[config.mk]
export PLATFORM = sky130hd
export DESIGN_NAME = brars_ctrl
export DESIGN_NICKNAME = d
export VERILOG_FILES = /design/src/rtl/core/brars_pkg.sv /design/src/rtl/core/brars_ctrl.sv
export SDC_FILE = /design/constraint.sdc
export NUM_CORES = 1
export LEC_CHECK = 0
export BUFFER_PORTS_ARGS = -buffer_cell sky130_fd_sc_hd__buf_4
export CORE_AREA = 5 5 42 44
export CTS_CLUSTER_DIAMETER = 200
export DETAILED_ROUTE_END_ITERATION = 12
export DIE_AREA = 0 0 47 49
export PLACE_DENSITY = 0.63
export SKIP_CTS_REPAIR_TIMING = 1
export SYNTH_ARGS = -nofsm -noshare
export SYNTH_HDL_FRONTEND = slang
export SYNTH_SLANG_ARGS = --single-unit
[constraint.sdc]
create_clock -name clk -period 1.6 [get_ports clk]
set_input_delay 0.08 -clock clk [delete_from_list [all_inputs] [get_ports clk]]
set_output_delay 0.08 -clock clk [all_outputs]
set_load 0.01 [all_outputs]
[src/rtl/core/brars_pkg.sv]
// brars_pkg: shared types, widths and codes of the block range add / range sum unit
// no dependencies; used by the interfaces, the controller, the datapath and the top level
`timescale 1ns / 1ps
`default_nettype none

package brars_pkg;

    localparam int MODE_W  = 2;
    localparam int INDEX_W = 10;
    localparam int VALUE_W = 32;
    localparam int SUM_W   = 64;

    localparam int DEF_ELEMENTS   = 1024;
    localparam int DEF_BLOCK_SIZE = 32;

    typedef enum logic [MODE_W-1:0] {
        MODE_QUERY     = 2'd0,
        MODE_POINT_ADD = 2'd1,
        MODE_RANGE_ADD = 2'd2
    } mode_t;

    typedef struct packed {
        logic [MODE_W-1:0]         mode;
        logic [INDEX_W-1:0]        index_lo;
        logic [INDEX_W-1:0]        index_hi;
        logic signed [VALUE_W-1:0] value;
    } req_t;

    typedef struct packed {
        logic signed [SUM_W-1:0] range_sum;
    } rsp_t;

    typedef enum logic [3:0] {
        S_CLEAR,
        S_IDLE,
        S_WALK_A,
        S_DRAIN_A,
        S_WALK_B,
        S_DRAIN_B,
        S_MID,
        S_MID_DRAIN,
        S_RESULT
    } state_t;

    typedef struct packed {
        logic idle;        // ready for a new item
        logic clear;       // clearing pass step
        logic elem_issue;  // issue element read at the walk counter
        logic blk_issue;   // issue block read at the walk counter
        logic bsum_wr;     // fold segment total into its block sum
        logic seg_b;       // set up the upper partial block
        logic seg_mid;     // set up the full middle blocks
        logic load_out;    // move the finished sum to the output register
    } cmd_t;

    typedef struct packed {
        logic accept;
        logic op_none;
        logic is_query;
        logic single;
        logic has_mid;
        logic walk_end;
        logic clear_done;
        logic out_free;
    } status_t;

endpackage

`default_nettype wire

[src/rtl/core/brars_ctrl.sv]
// brars_ctrl: sequencer for clearing, partial block walks and the middle block walk
// depends on brars_pkg for state, command and status types
`timescale 1ns / 1ps
`default_nettype none

module brars_ctrl (
    input  logic               clk,
    input  logic               rst_n,
    input  brars_pkg::status_t status,
    output brars_pkg::cmd_t    cmd
);
    import brars_pkg::*;

    state_t state_reg;
    state_t state_next;
    state_t finish_state;

    always_ff @(posedge clk or negedge rst_n)
    begin
        if (!rst_n)
        begin
            state_reg <= S_CLEAR;
        end
        else
        begin
            state_reg <= state_next;
        end
    end

    always_comb
    begin
        cmd          = '0;
        state_next   = state_reg;
        finish_state = status.is_query ? S_RESULT : S_IDLE;
        unique case (state_reg)
            S_CLEAR:
            begin
                cmd.clear = 1'b1;
                if (status.clear_done)
                begin
                    state_next = S_IDLE;
                end
            end
            S_IDLE:
            begin
                cmd.idle = 1'b1;
                if (status.accept && !status.op_none)
                begin
                    state_next = S_WALK_A;
                end
            end
            S_WALK_A:
            begin
                cmd.elem_issue = 1'b1;
                if (status.walk_end)
                begin
                    state_next = S_DRAIN_A;
                end
            end
            S_DRAIN_A:
            begin
                cmd.bsum_wr = 1'b1;
                if (status.single)
                begin
                    state_next = finish_state;
                end
                else
                begin
                    cmd.seg_b  = 1'b1;
                    state_next = S_WALK_B;
                end
            end
            S_WALK_B:
            begin
                cmd.elem_issue = 1'b1;
                if (status.walk_end)
                begin
                    state_next = S_DRAIN_B;
                end
            end
            S_DRAIN_B:
            begin
                cmd.bsum_wr = 1'b1;
                if (status.has_mid)
                begin
                    cmd.seg_mid = 1'b1;
                    state_next  = S_MID;
                end
                else
                begin
                    state_next = finish_state;
                end
            end
            S_MID:
            begin
                cmd.blk_issue = 1'b1;
                if (status.walk_end)
                begin
                    state_next = S_MID_DRAIN;
                end
            end
            S_MID_DRAIN:
            begin
                state_next = finish_state;
            end
            S_RESULT:
            begin
                if (status.out_free)
                begin
                    cmd.load_out = 1'b1;
                    state_next   = S_IDLE;
                end
            end
            default:
            begin
                state_next = S_CLEAR;
            end
        endcase
    end

endmodule

`default_nettype wire

==> flow_summary.ini, run 1 <==
[synthesis]
synth_area_sq_um = 362
yosys-top-cells-area = dfrtp_1 (28%), nor2_1 (7.3%), and3_1 (5.2%)
synth_seq_area_share_pct = 27.7
synth_edf_count = 0
synth_top_area_share_pct = 27.7
yosys-top-cells-count = nor2_1 (7), dfrtp_1 (4), and3_1 (3), inv_1 (3), nor3_1 (3)
synth_nets = 57
yosys_warnings = 0
yosysMostFrequentCell = nor2_1
ys_types = 27
synthCells = 47
synth_area_per_cell_sq_um = 7.69
async_flop_share_pct = 100
ys_ff_latch = 4
ys.flop_type = dfrtp_1
synth_top_area_cell = dfrtp_1

[pwr]
ir_drop_v = 0.000616
leakage_nw = 0.279
p_sw_uw = 380
power_density_mw_per_mm2 = 1660
p_clk_share_pct = 13.3
combPwrFrac_pct = 67.8
swShare_pct = 41.9
power.internal_uw = 527
seqPwrFrac_pct = 18.9

[global_routing]
grt_pass1_wl_microns = 1700
first_global_vias = 408
antenna_found_initial = 0
grt_start_max_net_pins = 14
grtUsageTotal_pct = 9.88
overflow = 0

[critical_path]
cp_data_arrival_time_ns = 1.37
worstSetupPathType = reg -> out
end_kind = primary output
required_ns = 1.52
crit_fanout = 8
reg2reg_slack_ns = 0.23
r2r-start = state_reg[2]
slowest_stage = or4b_4
start_kind = register
reg2reg_depth = 3
critical_path.cell_chain = or4b_4, inv_1, buf_4
r2r_end = state_reg[1]
slowest_delay_ns = 0.52

[hold_path]
hold_path_end = state_reg[3]
whs_path_depth = 2
hold_path_class = in -> reg
hold_start = status[5]

[layout]
largest_reg_flops = 4
finish.net_count = 80
n_antenna_cell = 0
drive_above_1_share_pct = 39.7
stdcell_area_sq_um = 547
synthToLayoutAreaGrowth_pct = 51.2

[route]
drcViolationCount = 0
num_vias = 427
antenna_left = 0
wl_microns = 1020
drt-initial-drc-count = 16
vias_per_cell = 5.08
dr.pass1.iters = 4
wl_per_cell_microns = 12.1

[clock_network]
cts_htree_levels = 1
cts_tree = built
clock-sinks = 4
numCtsBuffers = 3
cts_root_buf = clkbuf_4
clk_latency_ns = 0.23
clk_pin_slew_worst_paths_ns = 0.03
clock_path_buffers = 2

[placed_design]
hpwl_microns = 799
place_area_sq_um = 514
preCtsSetupSlack_ns = 0.236
io_buffers = 17
gp_congestion = 0.846

[timing]
post-route-period-util_pct = 90.4
hold_viol_final = 0
tns_ns = 0
finalSetupViolCount = 0
worst_slew_pin_slew_ns = 0.282
clock.fmax_ghz = 0.691
relSlewSlack_pct = 80.9
rsz0062_at_grt = no
final_max_slew_viol_count = 0
worst_slack_ns = 0.154
finClkSkew_ns = 0.00292
fin_crit_ns = 1.45

[run_status]
status = complete, no violations

[floorplanning]
dieArea_sq_mm = 0.00230
die_h_microns = 49
core_sq_mm = 0.00140
row_count = 14
start_util_pct = 25.8
ios = 18
die_w_microns = 47

[flow_run]
drv_cap = 0
power by group through the flow:
stage | registers [mW] | clock network, mW | logic, mW
2_1_floorplan | 0.163 | 0 | 0.408
5_1_grt | 0.178 | 0.137 | 0.671
3_5_place_dp | 0.173 | 0 | 0.611
4_1_cts | 0.172 | 0.127 | 0.612
3_3_place_gp | 0.172 | 0 | 0.606
6_report | 0.171 | 0.121 | 0.614
layout make-up:
| cell class | instances | area [sq um] |
|---|---|---|
| clock buffer | 3 | 22.5 |
| fill | 161 | 855 |
| inverter | 3 | 11.3 |
| multi-input combinational | 36 | 225 |
| sequential | 4 | 100 |
| tap | 16 | 20.0 |
| timing repair buffer | 22 | 168 |
routing by layer:
layer	track usage [%]	vias to the layer above	part of all wire, %
met5	0	-	0
met4	1.84	0	0
met3	6.27	0	12
met2	13.6	20	45
met1	13.1	196	43
li1	-	211	-
worst max-delay path: cells and delay by family (launching register included):
kind | cells | cell delay (ns)
AND/OR/NAND/NOR | 1 | 0.52
flip-flops | 1 | 0.43
buffers and inverters | 2 | 0.18
cells in the final DEF (no fill, tap or decap), drive strengths merged:
master / count
nor2b: 2
nor3: 3
dlygate4sd3: 1
and4: 1
clkbuf: 3
nand3: 1
or2: 1
a31o: 1
nand2b: 1
nor4b: 1
a311oi: 1
o32ai: 1
o22a: 1
mux2i: 1
nor4: 1
o2111ai: 1
or4b: 1
inv: 3
or2b: 1
dfrtp: 4
a21oi: 2
nand2: 2
nor2: 7
xnor2: 1
and3: 3
buf: 21
o21ai: 2
kinds of logic after synthesis:
kind of cell / count (synthesis) / share of synthesized area [%]
flip-flops: 4 / 27.7
AO/OA/AOI/OAI: 9 / 17.6
buffers and inverters: 7 / 10.0
multiplexers: 1 / 2.77
AND/OR/NAND/NOR: 25 / 39.5
XOR/XNOR: 1 / 2.42
stage by stage:
step / hold WS, ns / utilization [%] / cells / total power, mW
floorplan: -0.216 / - / 47 / 0.572
global placement: -0.120 / 36.7 / 80 / 0.777
detailed placement: -0.121 / 36.7 / 80 / 0.784
CTS: -0.369 / 38.3 / 83 / 0.911
global route: 0.106 / 39.0 / 84 / 0.987
finish: 0.116 / 39.0 / 84 / 0.907
worst max path at each step:
stage | startpoint | end | slack [ns] | cells after the start
floorplan | state_reg[3] | state_reg[1] | 0.27 | 3
global placement | state_reg[2] | state_reg[1] | 0.27 | 3
detailed placement | state_reg[2] | state_reg[1] | 0.24 | 3
CTS | state_reg[2] | cmd[7] | 0.15 | 3
global route | state_reg[3] | cmd[2] | 0.05 | 4
finish | state_reg[2] | cmd[7] | 0.15 | 3
Note: power is estimated with default switching activity, not from simulation.
==> run 2, diff against run 1 <==
- CTS_CLUSTER_SIZE: not set -> 16
- GPL_TIMING_DRIVEN: not set -> 0
==> run 2 against run 1 <==
- count of clock-buffer cells in the layout is the same
- setup slack lost 0.038 ns
- hold slack gained 0.0010 ns
- sequential share of layout area grew 0.061 points
- sequential cell count is the same
- maximum frequency shrank 2.6%
- combinational power grew 0.7%
- register-to-register slack is essentially flat
- highest routed layer unchanged
==> flow_summary.ini, run 2 (synthesis results as in run 1) <==
[run_status]
status = complete, no violations

[timing]
finClkSkew_ns = 0.00438
clock.fmax_ghz = 0.674
post-route-period-util_pct = 92.8
worst_slew_pin_slew_ns = 0.267
final_max_slew_viol_count = 0
tns_ns = 0
finalSetupViolCount = 0
relSlewSlack_pct = 82.0
worst_slack_ns = 0.115
rsz0062_at_grt = no
hold_viol_final = 0
fin_crit_ns = 1.48

[placed_design]
preCtsSetupSlack_ns = 0.208
gp_congestion = 0.842
io_buffers = 17
hpwl_microns = 775

[critical_path]
slowest_stage = dfrtp_2
cp_data_arrival_time_ns = 1.40
slowest_delay_ns = 0.43
end_kind = primary output
worstSetupPathType = reg -> out
required_ns = 1.52
critical_path.cell_chain = clkbuf_4, or2b_1, nor3_2, buf_4
reg2reg_slack_ns = 0.23
crit_fanout = 10
start_kind = register

[global_routing]
antenna_found_initial = 0
overflow = 0
grt_pass1_wl_microns = 1870
grt_start_max_net_pins = 11
first_global_vias = 464
grtUsageTotal_pct = 11.1

[route]
dr.pass1.iters = 4
wl_per_cell_microns = 12.1
wl_microns = 1020
drcViolationCount = 0
vias_per_cell = 5.06
antenna_left = 0
drt-initial-drc-count = 12
num_vias = 425

[pwr]
swShare_pct = 42.3
ir_drop_v = 0.000567
seqPwrFrac_pct = 18.6
power.internal_uw = 527
p_clk_share_pct = 13.8
p_sw_uw = 386
combPwrFrac_pct = 67.6
power_density_mw_per_mm2 = 1660
leakage_nw = 0.278
power.total_uw = 914

[floorplanning]
die_w_microns = 47
die_h_microns = 49
dieArea_sq_mm = 0.00230
core_sq_mm = 0.00140
ios = 18
start_util_pct = 25.8
row_count = 14

[layout]
layout_commonest_cell = buf_4
synthToLayoutAreaGrowth_pct = 52.6
largest_reg_flops = 4
layout_common_cells = buf_4 (17), nor2_1 (7), clkbuf_4 (4)
drive_above_1_share_pct = 42.6
finish.net_count = 80
post-route-util_pct = 39.4
n_antenna_cell = 0

[clock_network]
cts_htree_levels = 1
cts_root_buf = clkbuf_4
clk_pin_slew_worst_paths_ns = 0.03
cts_tree = built
clk_latency_ns = 0.24
clock_path_buffers = 2
numCtsBuffers = 3
clock-sinks = 4

[flow_run]
drv_cap = 0

[hold_path]
hold_path_class = in -> reg
## run 2: changes by cell type in the layout (fill, tap and decap cells not counted), sizes merged
cell    before  now
clkbuf       3    4
buf         21   20
## run 2: final cells by class
cell class / count / area [sq um]
Fill cell: 163 / 850
Tap cell: 16 / 20.0
Timing Repair Buffer: 18 / 138
Clock buffer: 3 / 22.5
Buffer: 4 / 28.8
Multi-Input combinational cell: 36 / 230
Sequential cell: 4 / 101
Inverter: 3 / 11.3
## run 2: path summary, 6_finish.rpt
kind	from	to	cells past startpoint
max in group asynchronous	rst_n	state_reg[3]	2
min in group asynchronous	rst_n	state_reg[0]	2
max	state_reg[3]	cmd[2]	4
min reg2reg	state_reg[1]	state_reg[0]	2
max reg2reg	state_reg[3]	state_reg[1]	3
min	status[5]	state_reg[3]	2
## run 2: power groups by stage
stage	clock [mW]	sequential [mW]	combinational, mW
2_1_floorplan	0	0.163	0.408
3_3_place_gp	0	0.169	0.601
3_5_place_dp	0	0.170	0.607
4_1_cts	0.134	0.169	0.608
5_1_grt	0.143	0.176	0.687
6_report	0.126	0.170	0.618
## run 2: routing by layer
metal	GRT usage (%)	vias up	share of wire (%)
met5	0	-	0
met4	5.07	0	0
met1	13.9	193	48
met2	15.4	15	45
li1	-	217	-
met3	5.54	0	6.7
## run 2: worst max-delay path: cells and delay by family (launching register included)
| kind | cells | cell delay, ns |
|---|---|---|
| flip-flops | 1 | 0.43 |
| AND/OR/NAND/NOR | 2 | 0.41 |
| buffers and inverters | 2 | 0.33 |
## run 2: through the flow
step           cells  instance area [sq um]  hold WS (ns)
6_report          84                    552         0.117
5_1_grt           84                    552         0.115
4_1_cts           83                    532        -0.379
3_5_place_dp      80                    509        -0.123
3_3_place_gp      80                    509        -0.124
2_1_floorplan     47                    362        -0.216
==> run 3, diff against run 2 <==
- BUFFER_PORTS_ARGS: -buffer_cell sky130_fd_sc_hd__buf_4 -> -buffer_cell sky130_fd_sc_hd__buf_2
==> run 3 against run 2 <==
- critical path depth stayed put
- highest routed layer is now met4
- core utilization decreased by 3.4 points
- cell area fell by 8.6%
- clock power is essentially flat
- final cell count unchanged
- first-iteration DRC count grew 33%
- register-to-register slack is essentially flat
- critical endpoint unchanged
- critical path type unchanged
==> flow_summary.ini, run 3 (synthesis results as in run 1) <==
[run_status]
status = complete, no violations

[pwr]
leakage_nw = 0.269
power_density_mw_per_mm2 = 1710
seqPwrFrac_pct = 19.8
p_sw_uw = 381
combPwrFrac_pct = 66.0
swShare_pct = 44.2
power.internal_uw = 482
power.total_uw = 863
p_clk_share_pct = 14.2
ir_drop_v = 0.000481

[timing]
rsz0062_at_grt = no
finClkSkew_ns = 0.00290
post-route-period-util_pct = 94.0
clock.fmax_ghz = 0.665
finalSetupViolCount = 0
hold_viol_final = 0
final_max_slew_viol_count = 0
tns_ns = 0
fin_crit_ns = 1.50
worst_slew_pin_slew_ns = 0.282
relSlewSlack_pct = 81.1

[layout]
layout_commonest_cell = buf_2
finish.net_count = 80
largest_reg_flops = 4
n_antenna_cell = 0
final-instance-count-excl-fill = 84
drive_above_1_share_pct = 41.2
synthToLayoutAreaGrowth_pct = 39.4
layout_common_cells = buf_2 (19), nor2_1 (7), clkbuf_4 (4)

[critical_path]
required_ns = 1.52
slowest_stage = dfrtp_2
end_kind = primary output
slowest_delay_ns = 0.43
crit_fanout = 10
reg2reg_slack_ns = 0.22
cp_data_arrival_time_ns = 1.42
critPathTopFamily = flip-flops
worstSetupPathType = reg -> out
critical_path.cell_chain = clkbuf_4, or2b_1, nor3_1, buf_2
critPathBufInv = 2
start_kind = register

[floorplanning]
dieArea_sq_mm = 0.00230
die_h_microns = 49
start_util_pct = 25.8
row_count = 14
ios = 18
die_w_microns = 47
core_sq_mm = 0.00140

[placed_design]
hpwl_microns = 773
dp.cells = 80
io_buffers = 17
gp_congestion = 0.840

[global_routing]
antenna_found_initial = 0
first_global_vias = 420
overflow = 0
grt_start_max_net_pins = 11
grtUsageTotal_pct = 9.44
grt_pass1_wl_microns = 1660

[clock_network]
cts_tree = built
cts_htree_levels = 1
clk_pin_slew_worst_paths_ns = 0.03
numCtsBuffers = 3
cts_root_buf = clkbuf_4
clock_path_buffers = 2
clock-sinks = 4
clk_latency_ns = 0.23

[route]
wl_microns = 1020
drt-initial-drc-count = 16
num_vias = 436
wl_per_cell_microns = 12.1
drcViolationCount = 0
dr.pass1.iters = 4
antenna_left = 0
vias_per_cell = 5.19

[flow_run]
drv_cap = 0

[hold_path]
hold_path_class = in -> reg
[run 3: layout make-up]
cell class / count / area, sq um
fillers: 167 / 897
multi-input cells: 36 / 225
clock buffers: 3 / 22.5
flip-flops and latches: 4 / 101
repair buffers: 18 / 95.1
well taps: 16 / 20.0
inverters: 3 / 11.3
plain buffers: 4 / 28.8
[run 3: per-layer routing]
metal	GRT usage [%]	vias up	part of all wire, %
met1	12.1	202	44
met5	0	-	0
met2	13.6	21	45
li1	-	211	-
met3	4.43	2	9.3
met4	3.23	0	1.4
[run 3: metrics by stage]
stage	hold WS, ns	cell area (sq um)	setup slack (ns)	utilization [%]
detailed placement	-0.111	467	0.202	33.3
global placement	-0.115	467	0.204	33.3
CTS	-0.365	489	0.0146	34.9
floorplan	-0.216	362	0.274	-
finish	0.140	504	0.0959	36.0
global route	0.137	504	0.00419	36.0
[run 3: worst paths after layout]
kind / from / to / depth (start not counted)
max reg2reg: state_reg[3] / state_reg[1] / 3
min reg2reg: state_reg[1] / state_reg[0] / 2
max: state_reg[3] / cmd[2] / 4
min: status[5] / state_reg[3] / 2
max in group asynchronous: rst_n / state_reg[3] / 2
min in group asynchronous: rst_n / state_reg[0] / 2
[run 3: power by group through the flow]
stage | Combinational, mW | Clock (mW) | Sequential, mW
final | 0.570 | 0.123 | 0.171
after global routing | 0.623 | 0.141 | 0.175
after CTS | 0.562 | 0.131 | 0.169
after detailed placement | 0.561 | 0 | 0.170
after global placement | 0.554 | 0 | 0.170
after floorplan | 0.408 | 0 | 0.163
